### config.mk
export PLATFORM = sky130hd
export DESIGN_NAME = prefix_code_table_decoder
export DESIGN_NICKNAME = d
export VERILOG_FILES = /design/src/pctd_pkg.sv /design/src/pctd_cell.sv /design/src/prefix_code_table_decoder.sv
export SDC_FILE = /design/constraint.sdc
export NUM_CORES = 2
export LEC_CHECK = 0
export BUFFER_PORTS_ARGS = -buffer_cell sky130_fd_sc_hd__buf_4
export CAP_MARGIN = 40
export CORE_MARGIN = 4
export CORE_UTILIZATION = 29
export CTS_CLUSTER_DIAMETER = 50
export CTS_CLUSTER_SIZE = 28
export DETAILED_ROUTE_END_ITERATION = 12
export PLACE_DENSITY = 0.53
export SKIP_LAST_GASP = 1
export SLEW_MARGIN = 15
export SYNTH_ARGS = -nofsm -noshare
export SYNTH_HDL_FRONTEND = slang
export SYNTH_SLANG_ARGS = --single-unit
### constraint.sdc
create_clock -name clock -period 3.54 [get_ports clock]
set_input_delay 0.708 -clock clock [delete_from_list [all_inputs] [get_ports clock]]
set_output_delay 0.708 -clock clock [all_outputs]
set_load 0.03 [all_outputs]
### src/pctd_pkg.sv
// shared types and constants for the prefix code table decoder
package pctd_pkg;

   localparam int INDEX_W   = 6;
   localparam int SYMBOL_W  = 8;
   localparam int CODE_W    = 16;
   localparam int LENGTH_W  = 5;
   // compare width for code lengths, covers prefixes up to 63 bits
   localparam int LEN_CMP_W = 6;

   localparam logic OP_WRITE = 1'b0;
   localparam logic OP_BIT   = 1'b1;

   // table write broadcast to every cell
   typedef struct packed {
      logic                en;
      logic [INDEX_W-1:0]  index;
      logic [SYMBOL_W-1:0] symbol;
      logic [CODE_W-1:0]   code;
      logic [LENGTH_W-1:0] length;
   } wr_type;

   // search token handed from cell to cell
   typedef struct packed {
      logic                valid;
      logic                found;
      logic [SYMBOL_W-1:0] symbol;
   } scan_type;

endpackage

### src/pctd_cell.sv
// one code table entry with its compare and the search token stage
module pctd_cell #(
   parameter int INDEX        = 0,
   parameter int MAX_CODE_LEN = 16
) (
   input  logic                        clock,
   input  logic                        reset,
   input  pctd_pkg::wr_type            wr,
   input  logic [MAX_CODE_LEN-1:0]     prefix_bits,
   input  logic [pctd_pkg::LEN_CMP_W-1:0] prefix_len,
   input  pctd_pkg::scan_type          scan_prev,
   output pctd_pkg::scan_type          scan_next
);
   import pctd_pkg::*;

   logic [SYMBOL_W-1:0]     symbol_ff;
   logic [CODE_W-1:0]       code_ff;
   logic [LENGTH_W-1:0]     length_ff;
   logic [LENGTH_W-1:0]     length_in;
   logic                    sel;
   logic [MAX_CODE_LEN-1:0] code_ext;
   logic [MAX_CODE_LEN-1:0] len_mask;
   logic                    hit;
   scan_type                scan_ff;
   scan_type                scan_in;

   assign sel = wr.en && (int'(wr.index) == INDEX);

   assign length_in = sel ? wr.length : length_ff;

   always_ff @(posedge clock) begin
      if (reset) begin
         length_ff <= '0;
      end else begin
         length_ff <= length_in;
      end
   end

   always_ff @(posedge clock) begin
      if (sel) begin
         symbol_ff <= wr.symbol;
         code_ff   <= wr.code;
      end
   end

   // bits above the entry length are not compared
   assign code_ext = MAX_CODE_LEN'(code_ff);
   assign len_mask = ~({MAX_CODE_LEN{1'b1}} << length_ff);
   assign hit = (length_ff != '0) && (LEN_CMP_W'(length_ff) == prefix_len) &&
                ((code_ext & len_mask) == prefix_bits);

   // lowest index wins: an earlier hit passes through untouched
   always_comb begin
      scan_in = scan_prev;
      if (scan_prev.valid && !scan_prev.found && hit) begin
         scan_in.found  = 1'b1;
         scan_in.symbol = symbol_ff;
      end
   end

   always_ff @(posedge clock) begin
      if (reset) begin
         scan_ff <= '0;
      end else begin
         scan_ff <= scan_in;
      end
   end

   assign scan_next = scan_ff;

endmodule

### src/prefix_code_table_decoder.sv
// top level: prefix register, row of table cells and result register
// a table write takes effect at the accepting edge and leaves busy low
// a code bit shifts into the prefix and holds busy high while the search
// token walks the row of cells; the strobe, on a match or at MAX_CODE_LEN bits,
// comes in the first cycle with busy low, and no bit is accepted while busy
// synchronous reset empties every entry and clears the prefix
module prefix_code_table_decoder #(
   parameter int TABLE_DEPTH  = 64,
   parameter int MAX_CODE_LEN = 16
) (
   input  logic                           clock,
   input  logic                           reset,
   input  logic                           start,
   output logic                           busy,
   input  logic                           req_op,
   input  logic [pctd_pkg::INDEX_W-1:0]   req_entry_index,
   input  logic [pctd_pkg::SYMBOL_W-1:0]  req_entry_symbol,
   input  logic [pctd_pkg::CODE_W-1:0]    req_entry_code,
   input  logic [pctd_pkg::LENGTH_W-1:0]  req_entry_length,
   input  logic                           req_code_bit,
   output logic                           rsp_valid,
   output logic [pctd_pkg::SYMBOL_W-1:0]  rsp_symbol,
   output logic                           rsp_overflow
);
   import pctd_pkg::*;

   localparam int LW = $clog2(MAX_CODE_LEN + 1);

   logic                    accept;
   logic                    bit_go;
   logic                    done;
   logic                    emit;
   wr_type                  wr;
   logic [MAX_CODE_LEN-1:0] prefix_ff, prefix_in;
   logic [LW-1:0]           plen_ff, plen_in;
   logic                    launch_ff;
   logic                    busy_ff, busy_in;
   logic                    rsp_valid_ff;
   logic [SYMBOL_W-1:0]     rsp_symbol_ff;
   logic                    rsp_overflow_ff;
   scan_type                scan [TABLE_DEPTH+1];

   assign accept = start && !busy_ff;
   assign bit_go = accept && (req_op == OP_BIT);

   assign wr.en     = accept && (req_op == OP_WRITE);
   assign wr.index  = req_entry_index;
   assign wr.symbol = req_entry_symbol;
   assign wr.code   = req_entry_code;
   assign wr.length = req_entry_length;

   assign scan[0] = '{valid: launch_ff, found: 1'b0, symbol: '0};

   for (genvar i = 0; i < TABLE_DEPTH; i++) begin : g_cell
      pctd_cell #(
         .INDEX        (i),
         .MAX_CODE_LEN (MAX_CODE_LEN)
      ) u_cell (
         .clock       (clock),
         .reset       (reset),
         .wr          (wr),
         .prefix_bits (prefix_ff),
         .prefix_len  (LEN_CMP_W'(plen_ff)),
         .scan_prev   (scan[i]),
         .scan_next   (scan[i+1])
      );
   end

   assign done = scan[TABLE_DEPTH].valid;
   // a match beats overflow on the last allowed bit
   assign emit = done && (scan[TABLE_DEPTH].found || (plen_ff >= LW'(MAX_CODE_LEN)));

   always_comb begin
      prefix_in = prefix_ff;
      plen_in   = plen_ff;
      busy_in   = busy_ff;
      priority if (bit_go) begin
         prefix_in = {prefix_ff[MAX_CODE_LEN-2:0], req_code_bit};
         plen_in   = plen_ff + LW'(1);
         busy_in   = 1'b1;
      end else if (done) begin
         busy_in = 1'b0;
         if (emit) begin
            prefix_in = '0;
            plen_in   = '0;
         end
      end
   end

   always_ff @(posedge clock) begin
      if (reset) begin
         prefix_ff    <= '0;
         plen_ff      <= '0;
         launch_ff    <= 1'b0;
         busy_ff      <= 1'b0;
         rsp_valid_ff <= 1'b0;
      end else begin
         prefix_ff    <= prefix_in;
         plen_ff      <= plen_in;
         launch_ff    <= bit_go;
         busy_ff      <= busy_in;
         rsp_valid_ff <= emit;
      end
   end

   always_ff @(posedge clock) begin
      if (done) begin
         rsp_symbol_ff   <= scan[TABLE_DEPTH].found ? scan[TABLE_DEPTH].symbol : '0;
         rsp_overflow_ff <= !scan[TABLE_DEPTH].found;
      end
   end

   assign busy         = busy_ff;
   assign rsp_valid    = rsp_valid_ff;
   assign rsp_symbol   = rsp_symbol_ff;
   assign rsp_overflow = rsp_overflow_ff;

endmodule

==> results by group <==
Outcome
  – Run status: complete, no violations

Synth
  – Synth Area in XOR/XNOR: 8.54%
  – Largest family of logic cells by synthesized area: compound AO/OA/AOI/OAI gates
  – Yosys top cell by area: edfxtp_1
  – YS warnings: 0
  – Syn Inst Count: roughly 10,000
  – Post-synth EDFFs: about 1,500
  – Asr flop ratio synth: 0%
  – Post-synthesis compound-gate area fraction: roughly an eighth
  – Syn_nets: just under 10,000
  – Area of the mapped netlist: 111,000 um2
  – Post-synthesis adder-cell area fraction: 0.0112%
  – Synth top area share: about two fifths
  – Synth area leaders: edfxtp_1 42%, dfxtp_1 18%, xnor2_1 4.4%, xor2_1 4.2%, mux2i_1 3.9%
  – Ys flop type: edfxtp_1
  – Simple-Gate Fraction of Synth Area: 11.8%
  – Post-synth cell types: 90
  – Post-synthesis register bit count: 2,529
  – Sequential area share after synthesis: 59.4%
  – Syn Area/Cell: 11.3 um2
  – Post-synthesis mux area share: 3.87%

Worst setup path
  – Slowest CP cell: nor2_2
  – Worst-path fanout max: 17
  – Critical Path Max Stage Delay: 0.73 ns
  – Beginning of the critical path: plen_ff[4]
  – Flop2flop setup slack: 0.21 ns
  – Critical path arrival: between 4 and 5 ns
  – Reg2reg start: plen_ff[4]
  – Critical Path End: g_cell[51].u_cell.scan_next[7]
  – CP Class: flip-flop to flip-flop
  – Startpoint Class: flip-flop
  – Critical R2R Capture: g_cell[51].u_cell.scan_next[7]
  – Most frequent CP cell: buf_4
  – Cell family with most CP delay: simple AND/OR/NAND/NOR gates
  – CP endpoint kind: flip-flop
  – Required time worst endpoint: 4.29 ns
  – CP Buf/Inv Count: 2
  – Critical Path Stages: 9
  – CP Cell Sequence: nor2_2 > buf_4 > o2111ai_1 > a2111oi_0 > nand4_1 > nor4_2 > buf_4 > mux2i_1 > nor2_1
  – R2R cell count: 9

STA
  – Final hold vios: 0
  – Setup TNS: 0 ns
  – Rel. slew slack: 16.5%
  – Min Clock Period, post-route: 3.33 ns
  – Slew Viols, Final: 0
  – Setup Skew: a little over 0.06 ns
  – Setup violations, final: 0
  – Tcrit/Tclk final: between 90% and 100%
  – Worst-Margin Slew: 1.25 ns
  – Max Clk Rate: between 0.3 and 0.4 GHz
  – RSZ-0062 raised after global routing: no

Drt
  – DRT antenna net count: 0
  – Drt via density: 5.31
  – Drt wl/cell: 25.6 um
  – Initial DRC count: 8,779
  – Initial DRT Pass Iterations: 5
  – Total number of vias: about 80,000
  – Post-Route WL: 386 mm
  – DRC Markers: 0

CTS
  – Root Buffer: clkbuf_16
  – Clk buf depth: 4
  – CTS tree: yes
  – Htree depth: 5
  – Hold-fix buffers, CTS: 0
  – Clock Latency Late Sink: 0.93 ns
  – PostCTS Resize Cnt: 0
  – Post-CTS setup repair buffer count: 0
  – Cts bufs inserted: around 290
  – Clock sinks: 2,529
  – Clock-pin slew on the worst setup and hold paths: 0.08 ns

Cells and area
  – Post-synthesis to final-layout area growth: 16.3%
  – Commonest non-fill, non-tap cells in the layout: 1,545 x edfxtp_1, 964 x dfxtp_1, 740 x o21ai_0, 715 x nand2_1, 574 x nor2_1
  – Commonest non-fill, non-tap cell in the layout: edfxtp_1
  – Filler instances: between 30,000 and 40,000
  – Final Net Count: between 9,000 and 10,000
  – Share of layout cells above drive strength 1: 11.3%
  – Final instance area: 129,000 um2
  – Fin cells: 15,100

Placement
  – Hpwl dp: about 230 mm
  – Placer Congestion: 0.831
  – Post-DP Area: between 100,000 and 150,000 um2
  – PortBufs: 50
  – Placed cell count: 14,500

GRT
  – Vias in the first global route: 77,400
  – First-pass GRT wire length: 552 mm
  – Largest net degree at the start of global routing: 199
  – Remaining Overflow, GRT: 0
  – Initial antenna violation count: 27
  – Global Route Usage Sum: a little under a fifth

Floorplan
  – Die height: 627 um
  – Die area: 393,000 um2
  – I/O pin total: 51
  – Die W: between 600 and 700 um
  – Initial Util: 29.1%
  – Core ar.: roughly 380,000 um2
  – Row count: 227

Power and ir drop
  – Peak supply drop: 0.349 mV
  – Total power: approximately 0.065 W
  – Leak pwr: 45.3 nW
  – PD cells: about 500 nW/um2

Min path
  – Worst hold path type: input pin to flip-flop

Flow run
  – Max-cap violation count: 0
Yosys cell counts, types with 16 or more instances:
master	count
nand2b_1	100
nand2_1	715
o31a_1	54
nor4b_1	16
a311o_1	36
mux2i_1	428
or4_1	28
a22o_1	17
dfxtp_1	984
nor2_1	607
o21ai_0	740
buf_1	63
or2_2	30
xor2_1	530
nand3b_1	45
nand3_1	232
a21boi_0	25
o41ai_1	40
a21oi_1	568
clkbuf_1	552
nand4_1	181
a21o_1	96
a2111oi_0	17
a211o_1	53
and2_1	76
inv_1	153
a41o_1	55
nor2b_1	126
o21a_1	144
and3_1	120
xnor2_1	555
a21bo_2	26
edfxtp_1	1545
o31ai_1	117
nor4_1	110
o22ai_1	19
or3_1	70
nor3_1	103
buf_2	179
o211a_1	63
o2111ai_1	38
buf_4	16
kinds of logic (layout without fill, tap and decap cells):
group | after synthesis | after routing
flops | 2529 | 2529
mux | 430 | 430
fa+ha+maj | 1 | 1
compound gates | 2226 | 2226
buf+inv | 967 | 1119
xor+xnor | 1085 | 1085
other cells | 0 | 10
simple gates | 2632 | 2632
final cells by class:
| cell class | instances | area, um2 | share of cell area [%] |
|---|---|---|---|
| Antenna cell | 10 | 25.0 | 0.0194 |
| Sequential cell | 2529 | 66200 | 51.2 |
| Tap cell | 5038 | 6300 | 4.87 |
| Timing Repair Buffer | 433 | 4430 | 3.42 |
| Clock buffer | 314 | 7480 | 5.79 |
| Inverter | 155 | 591 | 0.457 |
| Clock inverter | 217 | 2750 | 2.13 |
| Multi-Input combinational cell | 6374 | 41600 | 32.1 |
where the power goes:
group          internal [W]  switching (W)  total (W)
logic              0.000383        0.00152    0.00190
clock network        0.0175         0.0143     0.0318
registers            0.0312      0.0000553     0.0313
routing by layer:
metal	part of all wire [%]	track usage (%)
met5	0.0088	0
met4	4.1	7.29
met3	6.9	2.43
met2	47	30.9
met1	42	25.4
flip-flops by register name, indices dropped and copies added, names as in the netlist:
name                     flops
rsp_symbol                   8
g_cell.u_cell.code_ext    1024
g_cell.u_cell.symbol_ff    512
busy                         1
g_cell.u_cell.scan_next    640
rsp_overflow                 1
prefix_ff                   16
launch_ff                    1
rsp_valid                    1
plen_ff                      5
g_cell.u_cell.length_ff    320
through the flow:
step	worst slack, ns	hold slack (ns)	util [%]
2_1_floorplan	0.364	0.412	-
3_3_place_gp	0.241	0.426	31.1
3_5_place_dp	0.171	0.427	31.2
4_1_cts	0.171	0.0331	33.8
5_1_grt	0.0470	0.0843	33.8
6_report	0.213	0.107	33.9
worst min path at each step:
| stage | startpoint | endpoint | slack, ns | depth (start not counted) |
|---|---|---|---|---|
| final | reset | g_cell[62].u_cell.scan_next[8] | 0.11 | 2 |
| after CTS | reset | g_cell[62].u_cell.scan_next[8] | 0.03 | 2 |
| after global routing | reset | g_cell[62].u_cell.scan_next[8] | 0.08 | 2 |
| after detailed placement | g_cell[0].u_cell.symbol_ff[7] | g_cell[0].u_cell.scan_next[7] | 0.43 | 1 |
| after global placement | g_cell[0].u_cell.symbol_ff[4] | g_cell[0].u_cell.scan_next[4] | 0.43 | 1 |
| after floorplan | g_cell[23].u_cell.scan_next[9] | g_cell[24].u_cell.scan_next[9] | 0.41 | 2 |
No activity file was read; power rests on OpenSTA's default activity.
